`src/rtl/core/prrm_pkg.sv`:
```
// Shared types, constants and helper functions for the PCM ring resampler mixer.
// Used by prrm_channel and pcm_ring_resampler_mixer; depends on nothing else.
package prrm_pkg;

    localparam int BUFFER_BYTES_DEF = 4096;

    localparam int CFG_DATA_WIDTH = 16;
    localparam int CFG_ADDR_WIDTH = 3;

    localparam int SAMPLE_WIDTH   = 16;
    localparam int PHASE_WIDTH    = 12;
    localparam int GAIN_WIDTH     = 11;
    localparam int VOLUME_WIDTH   = 8;
    localparam int GAIN_VOL_WIDTH = GAIN_WIDTH + VOLUME_WIDTH;
    localparam int MIX_WIDTH      = 32;
    localparam int RATE_WIDTH     = 16;
    localparam int BYTE_WIDTH     = 8;
    localparam int WINDOW_BYTES   = 8;

    localparam logic OP_WRITE = 1'b0;
    localparam logic OP_FRAME = 1'b1;

    localparam logic [7:0]  DAC_CTL_RESET    = 8'hff;
    localparam logic [7:0]  VOLUME_RESET     = 8'd128;
    localparam logic [15:0] RATE_STEP_RESET  = 16'd4096;

    typedef enum logic [2:0] {
        CFG_PLAYBACK_ENABLE = 3'd0,
        CFG_DATA_FORMAT     = 3'd1,
        CFG_LEFT_DAC        = 3'd2,
        CFG_RIGHT_DAC       = 3'd3,
        CFG_MASTER_VOLUME   = 3'd4,
        CFG_RATE_STEP       = 3'd5
    } cfg_index_t;

    typedef enum logic [1:0] {
        KIND_U8   = 2'd0,
        KIND_LE16 = 2'd1,
        KIND_BE16 = 2'd2,
        KIND_NONE = 2'd3
    } sample_kind_t;

    typedef enum logic [3:0] {
        ST_IDLE,
        ST_RD1,
        ST_RD2,
        ST_RD3,
        ST_RD4,
        ST_MUL1,
        ST_MUL2,
        ST_SUM,
        ST_DONE
    } state_t;

    typedef struct packed {
        logic diff_en;
        logic scale_en;
        logic sum_en;
    } chan_ctl_t;

    localparam logic [GAIN_WIDTH-1:0] GAIN_TABLE [64] = '{
        11'd1024, 11'd861, 11'd724, 11'd609, 11'd513, 11'd431, 11'd363, 11'd305,
        11'd257,  11'd216, 11'd182, 11'd153, 11'd128, 11'd108, 11'd91,  11'd76,
        11'd64,   11'd54,  11'd45,  11'd38,  11'd32,  11'd27,  11'd22,  11'd19,
        11'd16,   11'd13,  11'd11,  11'd9,   11'd8,   11'd6,   11'd5,   11'd4,
        11'd4,    11'd3,   11'd2,   11'd2,   11'd2,   11'd1,   11'd1,   11'd1,
        11'd1,    11'd0,   11'd0,   11'd0,   11'd0,   11'd0,   11'd0,   11'd0,
        11'd0,    11'd0,   11'd0,   11'd0,   11'd0,   11'd0,   11'd0,   11'd0,
        11'd0,    11'd0,   11'd0,   11'd0,   11'd0,   11'd0,   11'd0,   11'd0
    };

    function automatic logic [GAIN_WIDTH-1:0] dac_gain(input logic [7:0] ctl);
        if (ctl[7])
        begin
            return '0;
        end
        return GAIN_TABLE[ctl[5:0]];
    endfunction

    function automatic sample_kind_t decode_kind(input logic [3:0] fmt);
        sample_kind_t kind;
        case (fmt[3:1])
            3'd0:    kind = KIND_U8;
            3'd2:    kind = KIND_LE16;
            3'd6:    kind = KIND_BE16;
            default: kind = KIND_NONE;
        endcase
        return kind;
    endfunction

    // Builds a 16-bit sample from the byte at its offset and, if wide, the next.
    function automatic logic signed [SAMPLE_WIDTH-1:0] make_sample(
        input sample_kind_t kind,
        input logic [7:0]   first,
        input logic [7:0]   second
    );
        logic signed [SAMPLE_WIDTH-1:0] value;
        case (kind)
            KIND_U8:   value = {~first[7], first[6:0], 8'h00};
            KIND_LE16: value = {second, first};
            KIND_BE16: value = {first, second};
            default:   value = '0;
        endcase
        return value;
    endfunction

endpackage

```
`src/rtl/core/prrm_channel.sv`:
```
// One channel of the resampler arithmetic: interpolation, gain and mix add.
// Depends on prrm_pkg; instantiated twice by pcm_ring_resampler_mixer.
module prrm_channel (
    input  logic                                      clk,
    input  prrm_pkg::chan_ctl_t                       ctl,
    input  logic signed [prrm_pkg::SAMPLE_WIDTH-1:0]  s1,
    input  logic signed [prrm_pkg::SAMPLE_WIDTH-1:0]  s2,
    input  logic [prrm_pkg::PHASE_WIDTH-1:0]          phase,
    input  logic [prrm_pkg::GAIN_VOL_WIDTH-1:0]       gain_vol,
    input  logic signed [prrm_pkg::MIX_WIDTH-1:0]     mix,
    output logic signed [prrm_pkg::MIX_WIDTH-1:0]     result
);

    localparam int DW = prrm_pkg::SAMPLE_WIDTH + 1;
    localparam int P1W = DW + prrm_pkg::PHASE_WIDTH + 1;
    localparam int P2W = DW + prrm_pkg::GAIN_VOL_WIDTH + 1;

    logic signed [DW-1:0]                    diff;
    logic signed [P1W-1:0]                   diff_w;
    logic signed [P1W-1:0]                   phase_w;
    logic signed [P1W-1:0]                   prod1_reg;
    logic signed [P1W-1:0]                   prod1_shift;
    logic signed [DW-1:0]                    interp;
    logic signed [P2W-1:0]                   interp_w;
    logic signed [P2W-1:0]                   gv_w;
    logic signed [P2W-1:0]                   prod2_reg;
    logic signed [P2W-1:0]                   prod2_shift;
    logic signed [prrm_pkg::MIX_WIDTH-1:0]   result_reg;

    assign diff        = DW'(s2) - DW'(s1);
    assign diff_w      = P1W'(diff);
    assign phase_w     = $signed(P1W'(phase));
    assign prod1_shift = prod1_reg >>> prrm_pkg::PHASE_WIDTH;
    assign interp      = DW'(s1) + DW'(prod1_shift);
    assign interp_w    = P2W'(interp);
    assign gv_w        = $signed(P2W'(gain_vol));
    assign prod2_shift = prod2_reg >>> 15;

    always_ff @(posedge clk)
    begin
        if (ctl.diff_en)
        begin
            prod1_reg <= diff_w * phase_w;
        end
        if (ctl.scale_en)
        begin
            prod2_reg <= interp_w * gv_w;
        end
        if (ctl.sum_en)
        begin
            result_reg <= mix + prrm_pkg::MIX_WIDTH'(prod2_shift);
        end
    end

    assign result = result_reg;

endmodule

```
`config.mk`:
```
export PLATFORM = sky130hd
export DESIGN_NAME = prrm_channel
export DESIGN_NICKNAME = d
export VERILOG_FILES = /design/src/rtl/core/prrm_pkg.sv /design/src/rtl/core/prrm_channel.sv
export SDC_FILE = /design/constraint.sdc
export NUM_CORES = 1
export LEC_CHECK = 0
export ABC_AREA = 0
export CAP_MARGIN = 0
export CORE_ASPECT_RATIO = 0.7
export CORE_MARGIN = 3
export CORE_UTILIZATION = 45
export DETAILED_ROUTE_END_ITERATION = 6
export DONT_BUFFER_PORTS = 1
export MAX_ROUTING_LAYER = met4
export SYNTH_ARGS = -nofsm -noshare
export SYNTH_HDL_FRONTEND = slang
export SYNTH_SLANG_ARGS = --single-unit
```
`constraint.sdc`:
```
create_clock -name clk -period 17.8 [get_ports clk]
set_input_delay 0 -clock clk [delete_from_list [all_inputs] [get_ports clk]]
set_output_delay 0 -clock clk [all_outputs]
set_load 0.02 [all_outputs]
```
## Yosys cells after proc, flatten, opt, wreduce, memory -nomap -nowiden

Index checks and enable logic that the tools add are counted.
Widths: inputs -> output; s select.

- Input bits: 99
- Flip-flop bits (word level): 98
- Output and inout bits: 32
- Logic and storage cells: 8

- Multiply operators: 2
- $add $sub $neg: 3

Operator list:

| kind | number |
|---|---|
| $mul 17x20->37 | 1 |
| $add 32x22->32 | 1 |
| $mul 17x13->29 | 1 |
| $add 16x17->17 | 1 |
| $sub 16x16->17 | 1 |

## Logic depth before layout (Yosys ltp)

Gate-level depths: netlist of run 1.

- Depth after elaboration: 2
- Depth in mapped cells: 33
- Mapped depth without buffers: 33

## Least setup slack after synthesis of run 1

Ideal clock, no wire load.

- Path kind: register to register
- Start: register prod1_reg[13]
- End: register prod2_reg[36] (data pin)
- Path slack: 10310 ps
- Path buffers: 1
- Required time: 17540 ps
- Period minus slack after synthesis: 7490 ps
- Cell stages (with the launch flop): 29
- Setup time: 260 ps
- Data arrival time: 7231 ps
- Path through: edfxtp_1 ha_1 a21oi_1 and4b_1 o31ai_2 o21ai_1 a31oi_1 o21ai_1 o41a_1 xor2_1 buf_6 nand2_1 fa_1 fa_1 inv_1 fa_1 fa_1 fa_1 fa_1 ha_1 a21oi_1 o21ai_0 a221o_1 a22oi_1 a31oi_1 a221oi_1 nor2b_1 nor2_1 xnor2_1

- Longest elaborated chain between the ends: 2

Ends and longest elaborated chain:

| item | line | RTL |
|---|---|---|
| from (decl) | prrm_channel.sv:21 | `logic signed [P1W-1:0] prod1_reg;` |
| from (signal assigned) | prrm_channel.sv:43 | `prod1_reg <= diff_w * phase_w;` |
| $add 16x17->17 | prrm_channel.sv:34 | `assign interp = DW'(s1) + DW'(prod1_shift);` |
| $mul 17x20->37 | prrm_channel.sv:47 | `prod2_reg <= interp_w * gv_w;` |
| to (signal assigned) | prrm_channel.sv:47 |  |
| to (decl) | prrm_channel.sv:26 | `logic signed [P2W-1:0] prod2_reg;` |

Every way passes these cells.
A chain may end at the register's enable or synchronous reset.

## Worst setup path in the final report of run 1

- Start: register prod1_reg[12]
- End: register prod2_reg[36] (data pin)

Same word-level chain as after synthesis.

==> results of run 1 <==
[stage by stage]
stage	area [um2]	hold slack (ns)	instances
after floorplan	22400	0.112	2413
after global placement	23100	0.115	3015
after detailed placement	23100	0.114	3015
after CTS	23500	0.00546	3037
after global routing	23500	0.0259	3038
final	23500	0.0180	3039
[placed cells by master, fill, tap and decap left out, types with 14 or more instances in the layout]
| master | Yosys | layout |
|---|---|---|
| a21oi_1 | 68 | 68 |
| nor2_1 | 62 | 62 |
| and2_1 | 202 | 202 |
| xnor2_1 | 72 | 67 |
| xor2_1 | 27 | 27 |
| edfxtp_1 | 71 | 71 |
| nand2_1 | 322 | 322 |
| nor2b_1 | 38 | 38 |
| nor3_1 | 25 | 25 |
| a21o_1 | 35 | 35 |
| o21ai_0 | 22 | 22 |
| fa_1 | 440 | 440 |
| inv_1 | 530 | 530 |
| o21a_1 | 14 | 14 |
| buf_4 | 1 | 23 |
| ha_1 | 253 | 253 |
[area by class of cell]
type | count | area [um2] | area share [%]
Antenna cell | 2 | 5.00 | 0.0213
Tap cell | 655 | 820 | 3.49
Clock inverter | 7 | 80.1 | 0.341
Sequential cell | 71 | 2130 | 9.07
Timing Repair Buffer | 29 | 243 | 1.03
Inverter | 530 | 1990 | 8.46
Multi-Input combinational cell | 1736 | 18000 | 76.6
Clock buffer | 9 | 225 | 0.958
[final timing paths]
kind	end	slack, ns	cells after the start
min reg2reg	result[0]	0.56	1
min	result[2]	0.02	2
max reg2reg	prod2_reg[36]	9.51	30
max	prod2_reg[36]	9.51	30
[cells in the mapped netlist (all sizes together), types with 14 or more instances]
cell,n,area [um2]
inv,530,1990
fa,440,8810
nand2,322,1210
ha,253,3170
and2,202,1260
xnor2,73,647
a21oi,72,375
edfxtp,71,2130
clkbuf,65,244
nor2,62,233
nor2b,38,238
a21o,35,263
o21ai,31,159
xor2,27,236
nor3,25,125
o21a,14,105
[per-layer routing]
| layer | track usage, % | share of wire [%] | vias up |
|---|---|---|---|
| li1 | - | - | 7307 |
| met3 | 2.92 | 5.5 | 36 |
| met4 | 3.65 | 1.2 | 0 |
| met1 | 31.7 | 49 | 8030 |
| met2 | 32.2 | 44 | 389 |
| met5 | - | 0 | - |
[kinds of logic after synthesis]
logic type                 Yosys count  synth area share [%]
xor gates and xnor gates           100                  3.94
adders and majority gates          693                  53.4
muxes                               12                 0.614
AOI/OAI and AO/OA                  220                  6.80
buffers and inverters              606                  10.3
and+or+nand+nor                    711                  15.4
DFF                                 71                  9.51
[worst reg2reg max path: cells and delay by family (launching register included)]
family	cells	cell delay (ns)
adder cells (fa/ha/maj)	9	3.61
AO/OA/AOI/OAI	12	2.97
AND/OR/NAND/NOR	4	0.53
flip-flops	1	0.37
buffers and inverters	3	0.35
XOR/XNOR	2	0.19
[what timing repair did]
item                                   in CTS  in global routing
setup endpoints to repair                   0                  0
hold buffers                                6                  0
endpoints found under the hold margin      73                  0
==> run metrics, run 1 <==
Buf+Inv Stages, Crit Path 3; Largest register FFs 32; CTS buffer count 9; synthesized cell area 22400 um2; post-DR wirelength/cell 17.2 um; number of DRC markers in iteration 0 915; initial core utilization 46.2%; pin count of the biggest net entering global routing 33; Netlist cell types 70; Core ar. 48500 um2; Setup Slack @ Placement 9.56 ns; TritonRoute pass-1 iters 6; RSZ-0062 raised after global routing no; Crit path arrival time 8.40 ns; routability cong. 0.884; Min Clock Period, post-route 8.29 ns; Setup WS post-layout 9.51 ns; CP Class reg2reg; Warnings, synthesis 0; outcome complete, no violations; Post-synth EDFFs 71; maxcap violations 0; Die X 273 um; clk sink count 71; ys async rst share 0%; Mapped Cells 2413; Worst-Skew Late Latency 0.36 ns; Startpoint Class register; initial antenna violation count 1; Mean Syn Cell Area 9.29 um2; worst r2r src prod1_reg[12]; Setup-failing EPs final 0; CP endpoint kind register; Slew Limit Fails 0; Layout Skew 0.00916 ns; most used cell, CP fa_1; ratio of cells with drive above 1 in the final layout 3.23%; crit path max fanout 20; TritonCTS clock tree done; Slew @ Worst Pin 1.09 ns; Synth Register Bits 71; # port buffers 0; die area 52600 um2; H-tree depth 3; Routed WL 52300 um; global-route wire length before repair 87200 um; post-synthesis net count 3205; Routed Antenna Nets 0; CP required 17.91 ns; layout net count 3169; final setup TNS 0 ns; Clock Path Buffers 2; sequential cell area fraction in the yosys report 9.51%; ys flop type edfxtp_1; relative slew slack 26.7%; Via Count 15.8k; vias in the first global route 16.7k; CTS Root Cell clkbuf_16; Crit. Startpoint prod1_reg[12]; Post-CTS Setup Inserts 0; Final Util 48.4%; Max stage delay on crit path 0.51 ns; post-DR vias/cell 5.19; CTS resizes 0; DRC Markers 0; Ports 131; family with the most delay on the worst path adder cells; final worst path period share 46.6%; total global routing overflow 0; fill count 4565; FMAX 121 MHz; slowest cell on the critical path fa_1; clk slew on worst S/H paths 0.07 ns; Final Hold Viols 0; P&R area growth vs syn 4.88%; Die Ht 193 um; row count 67; post-DP HPWL 43900 um; Min-Delay Path Class in2reg; Total GRT Usage 21.5%; Hold Startpoint mix[2]
Power of run 1 is left out: the tool's default activity adds up to more than one toggle a clock period on the data nets, which glitch-free logic cannot reach.
==> run 2: changes to the inputs <==
==> constraint.sdc (replaced) <==
create_clock -name clk -period 7.27 [get_ports clk]
set_input_delay 0 -clock clk [delete_from_list [all_inputs] [get_ports clk]]
set_output_delay 0 -clock clk [all_outputs]
set_load 0.02 [all_outputs]
==> run metrics, run 2 (same netlist as run 1, synthesis figures left out) <==
outcome complete, but fails checks (was complete, no violations); failing checks setup timing; initial core utilization 46.2% (unchanged); final worst path period share 108% (was 46.6%); CTS buffer count 9 (unchanged); die area 52600 um2 (unchanged); final hold slack 0.0212 ns (was 0.0180 ns); Min-Delay Path Class in2reg (unchanged); H-tree depth 3 (unchanged); Buf+Inv Stages, Crit Path 2 (was 3); relative slew slack 24.1% (was 26.7%); Layout Skew 0.0139 ns (was 0.00916 ns); Via Count 16.4k (was 15.8k); fill count 4414 (was 4565); Max stage delay on crit path 0.56 ns (was 0.51 ns); CP required 7.38 ns (was 17.91 ns); TritonRoute pass-1 iters 7 (was 6); Top Usage Layer GRT met2 (unchanged); Min Clock Period, post-route 7.85 ns (was 8.29 ns); routability cong. 0.845 (was 0.884); # port buffers 0 (unchanged); CTS Root Cell clkbuf_16 (unchanged); clk slew on worst S/H paths 0.07 ns (about the same); Layout Cells excl Fill 3208 (was 3039); Final Util 52.5% (was 48.4%); number of DRC markers in iteration 0 834 (was 915); Total GRT Usage 21.9% (was 21.5%); global-route wire length before repair 88900 um (was 87200 um); row count 67 (unchanged); RSZ-0062 raised after global routing yes (was no); layout net count 3339 (was 3169); P&R area growth vs syn 13.6% (was 4.88%); ratio of cells with drive above 1 in the final layout 12.3% (was 3.23%); Die Ht 193 um (unchanged); most frequent cells in the layout inv_1, fa_1, nand2_1, ha_1, and2_1 (unchanged); Clock Path Buffers 2 (unchanged); slowest cell on the critical path fa_2 (was fa_1); reg-to-reg slack, setup -0.58 ns (was 9.51 ns); Final Hold Viols 0 (unchanged); Largest register FFs 32 (unchanged); family with the most delay on the worst path adder cells (unchanged); met1 Usage GRT 31.8% (was 31.7%); GRT met3 Usage 4.06% (was 2.92%); clk sink count 71 (unchanged); post-DR wirelength/cell 16.8 um (was 17.2 um); DRC Markers 0 (unchanged); post-DR vias/cell 5.10 (was 5.19); CP endpoint kind register (unchanged); Routed Antenna Nets 0 (unchanged); Inst Count DP 3162 (was 3015); pin count of the biggest net entering global routing 33 (unchanged); Core ar. 48500 um2 (unchanged); Slew @ Worst Pin 1.13 ns (was 1.09 ns); Worst-Skew Late Latency 0.36 ns (about the same); Slew Limit Fails 0 (unchanged); total global routing overflow 0 (unchanged); maxcap violations 0 (unchanged); Ports 131 (unchanged); vias in the first global route 17.1k (was 16.7k); Die X 273 um (unchanged); crit path max fanout 6 (was 20); M2 GR Usage 32.5% (was 32.2%); most used cell, CP fa_1 (unchanged); post-DP HPWL 45400 um (was 43900 um); FMAX 127 MHz (was 121 MHz); Startpoint Class register (unchanged); Crit path arrival time 7.96 ns (was 8.40 ns); Setup WS post-layout -0.575 ns (was 9.51 ns); CP Class reg2reg (unchanged); Routed WL 53800 um (was 52300 um); TritonCTS clock tree done (unchanged); Setup Slack @ Placement -0.688 ns (was 9.56 ns); most common cell after layout, fill and taps aside inv_1 (unchanged); Setup-failing EPs final 16 (was 0); initial antenna violation count 0 (was 1)
-- run 2: repair_timing --
item	CTS	global route
hold buffers	6	0
cloned	1	1
gates resized for setup	38	52
pin swaps	19	25
hold endpoints to repair	73	0
endpoints found under the setup margin	20	28
buffers inserted	8	13
-- run 2: cell type report --
type | count | area [um2] | area share, %
diodes | 1 | 2.50 | 0.00983
clock buffers | 10 | 229 | 0.899
clock inverters | 6 | 92.6 | 0.364
inverters | 530 | 1990 | 7.81
multi-input cells | 1737 | 18500 | 72.6
flip-flops and latches | 71 | 2130 | 8.37
well taps | 655 | 820 | 3.22
repair buffers | 198 | 1720 | 6.76
-- run 2: stage by stage --
step           cell area [um2]  setup TNS, ns
2_1_floorplan            22500         -0.161
5_1_grt                  25500         -10.04
6_report                 25500          -5.05
3_5_place_dp             24500          -8.61
4_1_cts                  25100          -4.91
3_3_place_gp             24500          -6.36
-- run 2: routing by layer --
metal | routed length (um) | part of all wire [%]
met5 | 0 | 0
met1 | 26100 | 48
met2 | 23800 | 44
met3 | 3230 | 6.0
met4 | 685 | 1.3
-- run 2: path summary, 6_finish.rpt --
check                                   start  cells after the start            end
worst max-delay path            prod1_reg[12]                     29  prod2_reg[33]
worst min-delay path                   mix[4]                      2      result[4]
worst min register to register  prod2_reg[15]                      1      result[0]
worst max register to register  prod1_reg[12]                     29  prod2_reg[33]
Power of run 2 is left out for the same reason.
